`config.mk`:
```
export PLATFORM = sky130hd
export DESIGN_NAME = onc_encode
export DESIGN_NICKNAME = d
export VERILOG_FILES = /design/src/onc_pkg.sv /design/src/onc_encode.sv
export SDC_FILE = /design/constraint.sdc
export NUM_CORES = 2
export LEC_CHECK = 0
export CAP_MARGIN = 20
export CORE_ASPECT_RATIO = 0.9
export CORE_MARGIN = 1
export CORE_UTILIZATION = 66
export DETAILED_ROUTE_END_ITERATION = 6
export DONT_BUFFER_PORTS = 1
export PLACE_DENSITY_LB_ADDON = 0.05
export SYNTH_ARGS = -nofsm -noshare
export SYNTH_HDL_FRONTEND = slang
export SYNTH_SLANG_ARGS = --single-unit
```
`constraint.sdc`:
```
create_clock -name clock -period 8.4 [get_ports clock]
set_clock_uncertainty 0.05 [all_clocks]
set_input_delay 0 -clock clock [delete_from_list [all_inputs] [get_ports clock]]
set_output_delay 0 -clock clock [all_outputs]
set_load 0.02 [all_outputs]
```
`src/onc_pkg.sv`:
```
`timescale 1ns / 1ps
// ----------------------------------------------------------------------------
// Octahedral normal codec package
// Shared widths, stage counts, codes and result records.
// ----------------------------------------------------------------------------
package onc_pkg;

   localparam int DATA_W    = 16;  // width of every payload field
   localparam int L1_W      = 17;  // |x|+|y|+|z| of 16-bit components
   localparam int W_W       = 18;  // shifted coordinate, 0 .. 2*l1
   localparam int MAG_W     = 16;  // decoded component magnitude after scaling
   localparam int SQ_W      = 32;  // square of a magnitude
   localparam int LEN_W     = 34;  // sum of three squares
   localparam int ACC_W     = 68;  // root search accumulators
   localparam int ROOT_BITS = 15;  // result magnitude bits, 0 .. 16384
   localparam int ROOT_SHIFT = 30; // (2q-1)^2 * len2 <= m^2 * 2^30

   localparam int ENC_FRONT  = 3;  // abs/l1, fold, numerator
   localparam int DEC_FRONT  = 5;  // unpack, unfold, scale, square, sum
   localparam int DEC_STAGES = DEC_FRONT + ROOT_BITS;

   localparam logic KIND_ENCODE = 1'b0;
   localparam logic KIND_DECODE = 1'b1;

   typedef struct packed {
      logic [DATA_W-1:0] u;
      logic [DATA_W-1:0] v;
      logic              zero_vector;
   } enc_result_type;

   typedef struct packed {
      logic [DATA_W-1:0] x;
      logic [DATA_W-1:0] y;
      logic [DATA_W-1:0] z;
   } dec_result_type;

endpackage

```
`src/onc_encode.sv`:
```
`timescale 1ns / 1ps
// ----------------------------------------------------------------------------
// Octahedral encoder pipeline
// L1 projection, lower hemisphere fold and a restoring divider, one
// quotient bit per stage, for both code coordinates.
// ----------------------------------------------------------------------------
module onc_encode #(
   parameter int CODE_BITS = 16,
   parameter int STAGES    = 20
) (
   input  logic                   clock,
   input  logic [STAGES-1:0]      stage_ld,
   input  logic signed [15:0]     normal_x,
   input  logic signed [15:0]     normal_y,
   input  logic signed [15:0]     normal_z,
   output onc_pkg::enc_result_type result
);

   localparam int L1_W = onc_pkg::L1_W;
   localparam int W_W  = onc_pkg::W_W;
   localparam int D_W  = onc_pkg::W_W;
   localparam int N_W  = onc_pkg::W_W + CODE_BITS;
   localparam int CORE = onc_pkg::ENC_FRONT + CODE_BITS;
   localparam int PAD  = STAGES - CORE;
   localparam logic [CODE_BITS-1:0] MID_CODE = {1'b1, {(CODE_BITS-1){1'b0}}};

   // stage 0: magnitudes and L1 norm
   logic [L1_W-1:0] ax_c, ay_c, az_c, l1_in;
   logic [L1_W-1:0] l1_ff;
   logic            zneg_ff;
   logic signed [15:0] val_ff [2];
   logic [L1_W-1:0]    oth_ff [2];

   always_comb begin
      ax_c  = normal_x[15] ? (L1_W'(0) - {normal_x[15], normal_x}) : {1'b0, normal_x};
      ay_c  = normal_y[15] ? (L1_W'(0) - {normal_y[15], normal_y}) : {1'b0, normal_y};
      az_c  = normal_z[15] ? (L1_W'(0) - {normal_z[15], normal_z}) : {1'b0, normal_z};
      l1_in = ax_c + ay_c + az_c;
   end

   always_ff @(posedge clock) begin
      if (stage_ld[0]) begin
         l1_ff     <= l1_in;
         zneg_ff   <= normal_z[15];
         val_ff[0] <= normal_x;
         val_ff[1] <= normal_y;
         oth_ff[0] <= ay_c;
         oth_ff[1] <= ax_c;
      end
   end

   // stage 1 carries l1, stage 2 builds the divisor
   logic [L1_W-1:0] l1b_ff;
   logic [D_W-1:0]  den_ff  [CODE_BITS];
   logic            zero_ff [CODE_BITS+1];

   always_ff @(posedge clock) begin
      if (stage_ld[1]) begin
         l1b_ff <= l1_ff;
      end
      if (stage_ld[2]) begin
         den_ff[0]  <= {l1b_ff, 1'b0};
         zero_ff[0] <= (l1b_ff == '0);
      end
   end

   for (genvar k = 0; k < CODE_BITS; k++) begin : g_carry
      always_ff @(posedge clock) begin
         if (stage_ld[onc_pkg::ENC_FRONT+k]) begin
            zero_ff[k+1] <= zero_ff[k];
         end
      end
      if (k < CODE_BITS - 1) begin : g_den
         always_ff @(posedge clock) begin
            if (stage_ld[onc_pkg::ENC_FRONT+k]) begin
               den_ff[k+1] <= den_ff[k];
            end
         end
      end
   end

   logic [CODE_BITS-1:0] code_c [2];

   for (genvar l = 0; l < 2; l++) begin : g_lane
      logic [W_W-1:0]       w_in, w_ff;
      logic signed [W_W:0]  sum_c;
      logic [N_W-1:0]       num_in;
      logic [N_W-1:0]       rem_ff [CODE_BITS];
      logic [CODE_BITS-1:0] q_ff   [CODE_BITS+1];

      // w = n + l1, the coordinate shifted onto 0 .. 2*l1
      always_comb begin
         sum_c = $signed({{3{val_ff[l][15]}}, val_ff[l]}) + $signed({2'b00, l1_ff});
         if (!zneg_ff) begin
            w_in = sum_c[W_W-1:0];
         end else if (val_ff[l][15]) begin
            w_in = {1'b0, oth_ff[l]};
         end else begin
            w_in = {l1_ff, 1'b0} - {1'b0, oth_ff[l]};
         end
      end

      always_ff @(posedge clock) begin
         if (stage_ld[1]) begin
            w_ff <= w_in;
         end
      end

      // w * CODE_MAX + l1
      assign num_in = {w_ff, {CODE_BITS{1'b0}}} - {{CODE_BITS{1'b0}}, w_ff}
                    + {{(N_W-L1_W){1'b0}}, l1b_ff};

      always_ff @(posedge clock) begin
         if (stage_ld[2]) begin
            rem_ff[0] <= num_in;
            q_ff[0]   <= '0;
         end
      end

      for (genvar k = 0; k < CODE_BITS; k++) begin : g_div
         localparam int SH = CODE_BITS - 1 - k;
         logic [N_W-1:0] dsh_c;
         logic           ge_c;

         always_comb begin
            dsh_c = {{(N_W-D_W){1'b0}}, den_ff[k]} << SH;
            ge_c  = (rem_ff[k] >= dsh_c);
         end

         always_ff @(posedge clock) begin
            if (stage_ld[onc_pkg::ENC_FRONT+k]) begin
               q_ff[k+1] <= {q_ff[k][CODE_BITS-2:0], ge_c};
            end
         end

         if (k < CODE_BITS - 1) begin : g_rem
            always_ff @(posedge clock) begin
               if (stage_ld[onc_pkg::ENC_FRONT+k]) begin
                  rem_ff[k+1] <= ge_c ? (rem_ff[k] - dsh_c) : rem_ff[k];
               end
            end
         end
      end

      assign code_c[l] = zero_ff[CODE_BITS] ? MID_CODE : q_ff[CODE_BITS];
   end

   logic [CODE_BITS+15:0]   u_ext, v_ext;
   onc_pkg::enc_result_type core_res;

   always_comb begin
      u_ext                = {16'd0, code_c[0]};
      v_ext                = {16'd0, code_c[1]};
      core_res.u           = u_ext[15:0];
      core_res.v           = v_ext[15:0];
      core_res.zero_vector = zero_ff[CODE_BITS];
   end

   if (PAD > 0) begin : g_pad
      onc_pkg::enc_result_type pad_ff [PAD];
      for (genvar p = 0; p < PAD; p++) begin : g_stage
         if (p == 0) begin : g_head
            always_ff @(posedge clock) begin
               if (stage_ld[CORE]) pad_ff[0] <= core_res;
            end
         end else begin : g_tail
            always_ff @(posedge clock) begin
               if (stage_ld[CORE+p]) pad_ff[p] <= pad_ff[p-1];
            end
         end
      end
      assign result = pad_ff[PAD-1];
   end else begin : g_nopad
      assign result = core_res;
   end

endmodule

```
Yosys cells after proc, flatten, opt, wreduce, memory -nomap -nowiden

Memory sizes are Yosys's and may differ from the RTL's.
Index checks and enable logic that the tools add are counted.

Memories: 9
RAM bits: 2036
Register bits: 71
Output and inout bits: 33

Mux-type cells: 77
Order comparisons: 32
Add/sub/neg operators: 43
Reduce and logical (&&, ||, !) cells: 1

Memory list:

| memory           | words | width | read ports | clocked after memory_dff | wr ports | line             | source |
|---|---|---|---|---|---|---|---|
| g_lane[0].rem_ff | 16    | 34    | 16         | 0                        | 16       | onc_encode.sv:88 | `logic [N_W-1:0] rem_ff [CODE_BITS];` |
| g_lane[1].rem_ff | 16    | 34    | 16         | 0                        | 16       | onc_encode.sv:88 |  |
| den_ff           | 16    | 18    | 16         | 0                        | 16       | onc_encode.sv:54 | `logic [D_W-1:0] den_ff [CODE_BITS];` |
| g_lane[0].q_ff   | 17    | 16    | 17         | 0                        | 17       | onc_encode.sv:89 | `logic [CODE_BITS-1:0] q_ff [CODE_BITS+1];` |
| g_lane[1].q_ff   | 17    | 16    | 17         | 0                        | 17       | onc_encode.sv:89 |  |
| oth_ff           | 2     | 17    | 2          | 0                        | 2        | onc_encode.sv:32 | `logic [L1_W-1:0] oth_ff [2];` |
| 3 more memories  | -     | -     | -          | -                        | -        | -                |  |

Operator list:

| kind                                         | count |
|---|---|
| two-way mux 34 bit                           | 30 |
| two-way mux 18 bit                           | 4 |
| adder 34 x 17 -> 34 bit                      | 2 |
| greater-or-equal comparator 34 x 18 -> 1 bit | 2 |
| greater-or-equal comparator 34 x 19 -> 1 bit | 2 |
| greater-or-equal comparator 34 x 20 -> 1 bit | 2 |
| greater-or-equal comparator 34 x 21 -> 1 bit | 2 |
| greater-or-equal comparator 34 x 22 -> 1 bit | 2 |
| greater-or-equal comparator 34 x 23 -> 1 bit | 2 |
| greater-or-equal comparator 34 x 24 -> 1 bit | 2 |
| greater-or-equal comparator 34 x 25 -> 1 bit | 2 |
| greater-or-equal comparator 34 x 26 -> 1 bit | 2 |
| greater-or-equal comparator 34 x 27 -> 1 bit | 2 |
| greater-or-equal comparator 34 x 28 -> 1 bit | 2 |
| greater-or-equal comparator 34 x 29 -> 1 bit | 2 |
| greater-or-equal comparator 34 x 30 -> 1 bit | 2 |
| greater-or-equal comparator 34 x 31 -> 1 bit | 2 |
| greater-or-equal comparator 34 x 32 -> 1 bit | 2 |
| greater-or-equal comparator 34 x 33 -> 1 bit | 2 |
| subtractor 34 x 18 -> 34 bit                 | 2 |
| subtractor 34 x 19 -> 34 bit                 | 2 |
| subtractor 34 x 20 -> 34 bit                 | 2 |
| subtractor 34 x 21 -> 34 bit                 | 2 |
| subtractor 34 x 22 -> 34 bit                 | 2 |
| 19 further kinds                             | 75 |

Longest topological paths before layout

Depth after elaboration: 4
Gate-level depth with buffers: 19
Gate-level depth less buffers: 19

Worst setup path after synthesis

No wires, ideal clock.

Path type: in2reg
From: input port normal_x[5]
To: register l1_ff[15], data pin
Setup time: 0.258 ns
Slack: 4.673 ns
Path buffers: 0
Stages: 16
Required time: 8.092 ns
Arrival time: 3.420 ns
Cells stage by stage: or4_1 > nor3_1 > nand2b_1 > or3_1 > or2_2 > o21ai_0 > xnor2_1 > inv_1 > fa_1 > inv_1 > ha_1 > or3_1 > nor3_1 > o41ai_1 > a21oi_1 > xnor2_1

Cells in the longest elaborated chain, start to end: 4

Ends and longest elaborated chain:

| item                        | line             | source |
|---|---|---|
| start: declaration          | onc_encode.sv:13 | `input logic signed [15:0] normal_x,` |
| subtractor 1 x 16 -> 17 bit | onc_encode.sv:35 | `ax_c = normal_x[15] ? (L1_W'(0) - {normal_x[15], normal_x}) : {1'b0, normal_x};` |
| two-way mux 17 bit          | onc_encode.sv:35 |  |
| net ax_c[12]                | onc_encode.sv:28 | `logic [L1_W-1:0] ax_c, ay_c, az_c, l1_in;` |
| adder 17 bit (2 in a row)   | onc_encode.sv:38 | `l1_in = ax_c + ay_c + az_c;` |
| net l1_in[15]               | onc_encode.sv:28 |  |
| end signal: assignment      | onc_encode.sv:43 | `l1_ff <= l1_in;` |
| end: declaration            | onc_encode.sv:29 | `logic [L1_W-1:0] l1_ff;` |

The timed path passes the listed nets, and every way through them passes these cells.
A chain may end at the register's enable or synchronous reset.

Worst setup path after layout

From: input port normal_x[0]
To: register l1_ff[15], data pin

Same word-level chain as after synthesis.

==> impl_metrics.env <==
export IMPL_status="finished clean"
export IMPL_firstDrtPassIters=6
export IMPL_arrival_ns=5.15
export IMPL_fin_nets=9807
export IMPL_r2r_setup_slack_ns=4.08
export IMPL_drc=0
export IMPL_cts_resized_gates=0
export IMPL_area_growth_pct=9.76
export IMPL_wl_per_cell_microns=25.1
export IMPL_io_pins=102
export IMPL_p_seq_share_pct=37.6
export IMPL_fin_tns_setup_ns=0
export IMPL_intPower_mw=25.4
export IMPL_htree_num_levels=4
export IMPL_hp_class="in2reg"
export IMPL_numCtsBuffers=180
export IMPL_grt_use_total_pct=35.7
export IMPL_slew_viol_final=0
export IMPL_start_util_pct=66.7
export IMPL_clk_pin_slew_ns=0.07
export IMPL_vias=72100
export IMPL_cp_end_kind="flop"
export IMPL_die_h_microns=373
export IMPL_postCtsHoldBufs=109
export IMPL_antenna_found_initial=23
export IMPL_power_mw=41.8
export IMPL_required_ns=8.93
export IMPL_grt_start_max_net_pins=117
export IMPL_die_width_microns=414
export IMPL_wirelength_microns=279000
export IMPL_dp_hpwl_microns=213000
export IMPL_layout_setup_ws_ns=3.78
export IMPL_setup_violations=0
export IMPL_slew_headroom_pct=19.1
export IMPL_leakagePower_nw=42.7
export IMPL_cts_sinks=1817
export IMPL_power_density_mw_per_mm2=378
export IMPL_whs_ns=0.0540
export IMPL_cts_buffer_depth=3
export IMPL_ys_flop_type="edfxtp_1"
export IMPL_synth_edff_count=1817
export IMPL_overflow=0
export IMPL_synth_async_sr_flop_share_pct=0
export IMPL_pre_cts_slack_ns=4.03
export IMPL_worst_slew_pin_slew_ns=1.21
export IMPL_fin_crit_sh_pct=55.0
export IMPL_syn_avg_cell_area_sq_um=11.5
export IMPL_port_buffers=0
export IMPL_drt_iter0_drc=8922
export IMPL_path_class="in2reg"
export IMPL_cts_root_buf="clkbuf_16"
export IMPL_clk_latency_ns=0.85
export IMPL_ir_worst_vdd_mv=0.332
export IMPL_rsz0062_at_grt="no"
export IMPL_ant_nets=0
export IMPL_grt_pass1_vias=68000
export IMPL_dieArea_sq_mm=0.154
export IMPL_synth_area_sq_mm=0.101
export IMPL_switchingPower_mw=16.4
export IMPL_grt_pass1_wl_microns=416000
export IMPL_post_cts_buffers=0
export IMPL_min_period_ns=4.62
export IMPL_num_rows=135
export IMPL_p_clk_share_pct=19.8
export IMPL_vias_per_cell=6.50
export IMPL_drv_cap=0
export IMPL_ys_seq_area_share_pct=54.1
export IMPL_synthCells=8785
export IMPL_fp_coreArea_sq_mm=0.151
export IMPL_start_kind="primary input"
export IMPL_fmax_mhz=217
export IMPL_place_gp_congestion=0.987
export IMPL_tritoncts="built"
export IMPL_layout_drive_gt1_share_pct=5.60
export IMPL_yosys_warnings=0
export IMPL_synth_seq_cells=1817
export IMPL_final_hold_viol_count=0
export IMPL_netSwitchingFraction_pct=39.3
export IMPL_synth_cell_types=93
export IMPL_power_frac_comb_pct=42.5
export IMPL_path_max_fanout=4
[state kept, by name (all words and copies together) (netlist names)]
name           count
val_ff            30
g_lane.rem_ff   1088
l1b_ff            17
zero_ff           17
oth_ff            34
l1_ff             17
g_pad.pad_ff      33
den_ff           272
zneg_ff            1
g_lane.q_ff      272
g_lane.w_ff       36
[critical path: stages]
cell	delay, ns
dlygate4sd3_1	0.52
dlygate4sd3_1	0.58
inv_1	0.11
ha_1	0.24
inv_1	0.15
nand2_1	0.10
xnor2_1	0.35
inv_1	0.12
fa_1	0.52
fa_1	0.49
nor2b_1	0.12
o21ai_0	0.11
a21boi_0	0.24
o21ai_0	0.25
a211oi_1	0.42
nor3_1	0.14
o41ai_1	0.40
a21oi_1	0.14
xnor2_1	0.13
[path summary, 6_finish.rpt]
kind	to	cells past startpoint	startpoint
max	l1_ff[15]	19	normal_x[0]
min	l1_ff[4]	5	normal_z[3]
max reg2reg	g_lane[0].rem_ff[1][42]	11	den_ff[1][3]
min reg2reg	g_lane[0].q_ff[0][148]	0	g_lane[0].q_ff[0][131]
[layout by cell type (no fill, tap or decap), types with 49 or more instances in the layout]
cell type / n
fa_1: 55
o21a_1: 113
nand3_1: 126
nand2b_1: 137
ha_1: 726
nand2_1: 697
clkbuf_16: 180
a211oi_1: 67
o21bai_1: 60
dlygate4sd3_1: 89
a31oi_1: 57
nor4_1: 128
or3_1: 75
nor2_1: 533
xor2_1: 381
a21oi_1: 578
a21o_1: 256
mux2_2: 98
nor3_1: 186
xnor2_1: 375
inv_1: 622
o21ai_0: 609
and3_1: 49
nor2b_1: 135
nand4_1: 87
edfxtp_1: 1817
o31ai_1: 79
[logic make-up after synthesis]
family          count (synthesis)  share of synthesized area (%)
mux                           120                           1.31
other cells                     1                        0.00372
simple gates                 2398                           11.8
buf+inv                       782                           2.93
fa+ha+maj                     781                           10.1
compound gates               2130                           13.2
flops                        1817                           54.1
xor+xnor                      756                           6.56
[through the flow]
| stage | std cells | area, sq um | util, % |
|---|---|---|---|
| after global placement | 10600 | 103000 | 68.2 |
| after floorplan | 8786 | 101000 | - |
| after detailed placement | 10600 | 103000 | 68.2 |
| after CTS | 11100 | 111000 | 73.2 |
| final | 11100 | 111000 | 73.2 |
| after global routing | 11100 | 111000 | 73.2 |
[layout make-up]
type / count / area (sq um)
repair buffers: 144 / 1710
clock inverters: 112 / 1430
clock buffers: 217 / 4640
multi-input cells: 6187 / 43500
fillers: 10100 / 40500
flip-flops and latches: 1817 / 54600
diodes: 8 / 20.0
inverters: 627 / 2350
well taps: 1986 / 2480
[cell usage after synthesis (75+ instances only)]
library cell  count  area [sq um]
nand2b_1        137           857
xnor2_1         375          3280
nor3_1          187           936
a21oi_1         579          2900
nand2_1         697          2620
ha_1            726          9080
nor4_1          129           807
o21ai_0         609          3050
a21o_1          256          1920
mux2_2           98          1100
o31ai_1          81           608
nor2_1          535          2010
nand4_1          87           544
xor2_1          381          3340
inv_1           622          2330
or3_1            75           469
o21a_1          113           848
nand3_1         126           631
nor2b_1         136           851
edfxtp_1       1817         54600
clkbuf_1        132           495
[power groups by stage]
stage | sequential, mW | clock, mW | combinational, mW
floorplan | 14.6 | 0 | 12.8
global placement | 15.8 | 0 | 16.6
detailed placement | 15.8 | 0 | 17.0
CTS | 15.6 | 8.33 | 17.4
global route | 15.9 | 8.70 | 19.4
finish | 15.7 | 8.30 | 17.8
[metal layers]
metal	track usage [%]	wire length [microns]	vias to the layer above
li1	-	-	33000
met1	51.1	115000	34900
met2	55.1	126000	3671
met3	6.60	28700	539
met4	11.8	9610	12
met5	0	72	-
Note: power is estimated with default switching activity, not from simulation.
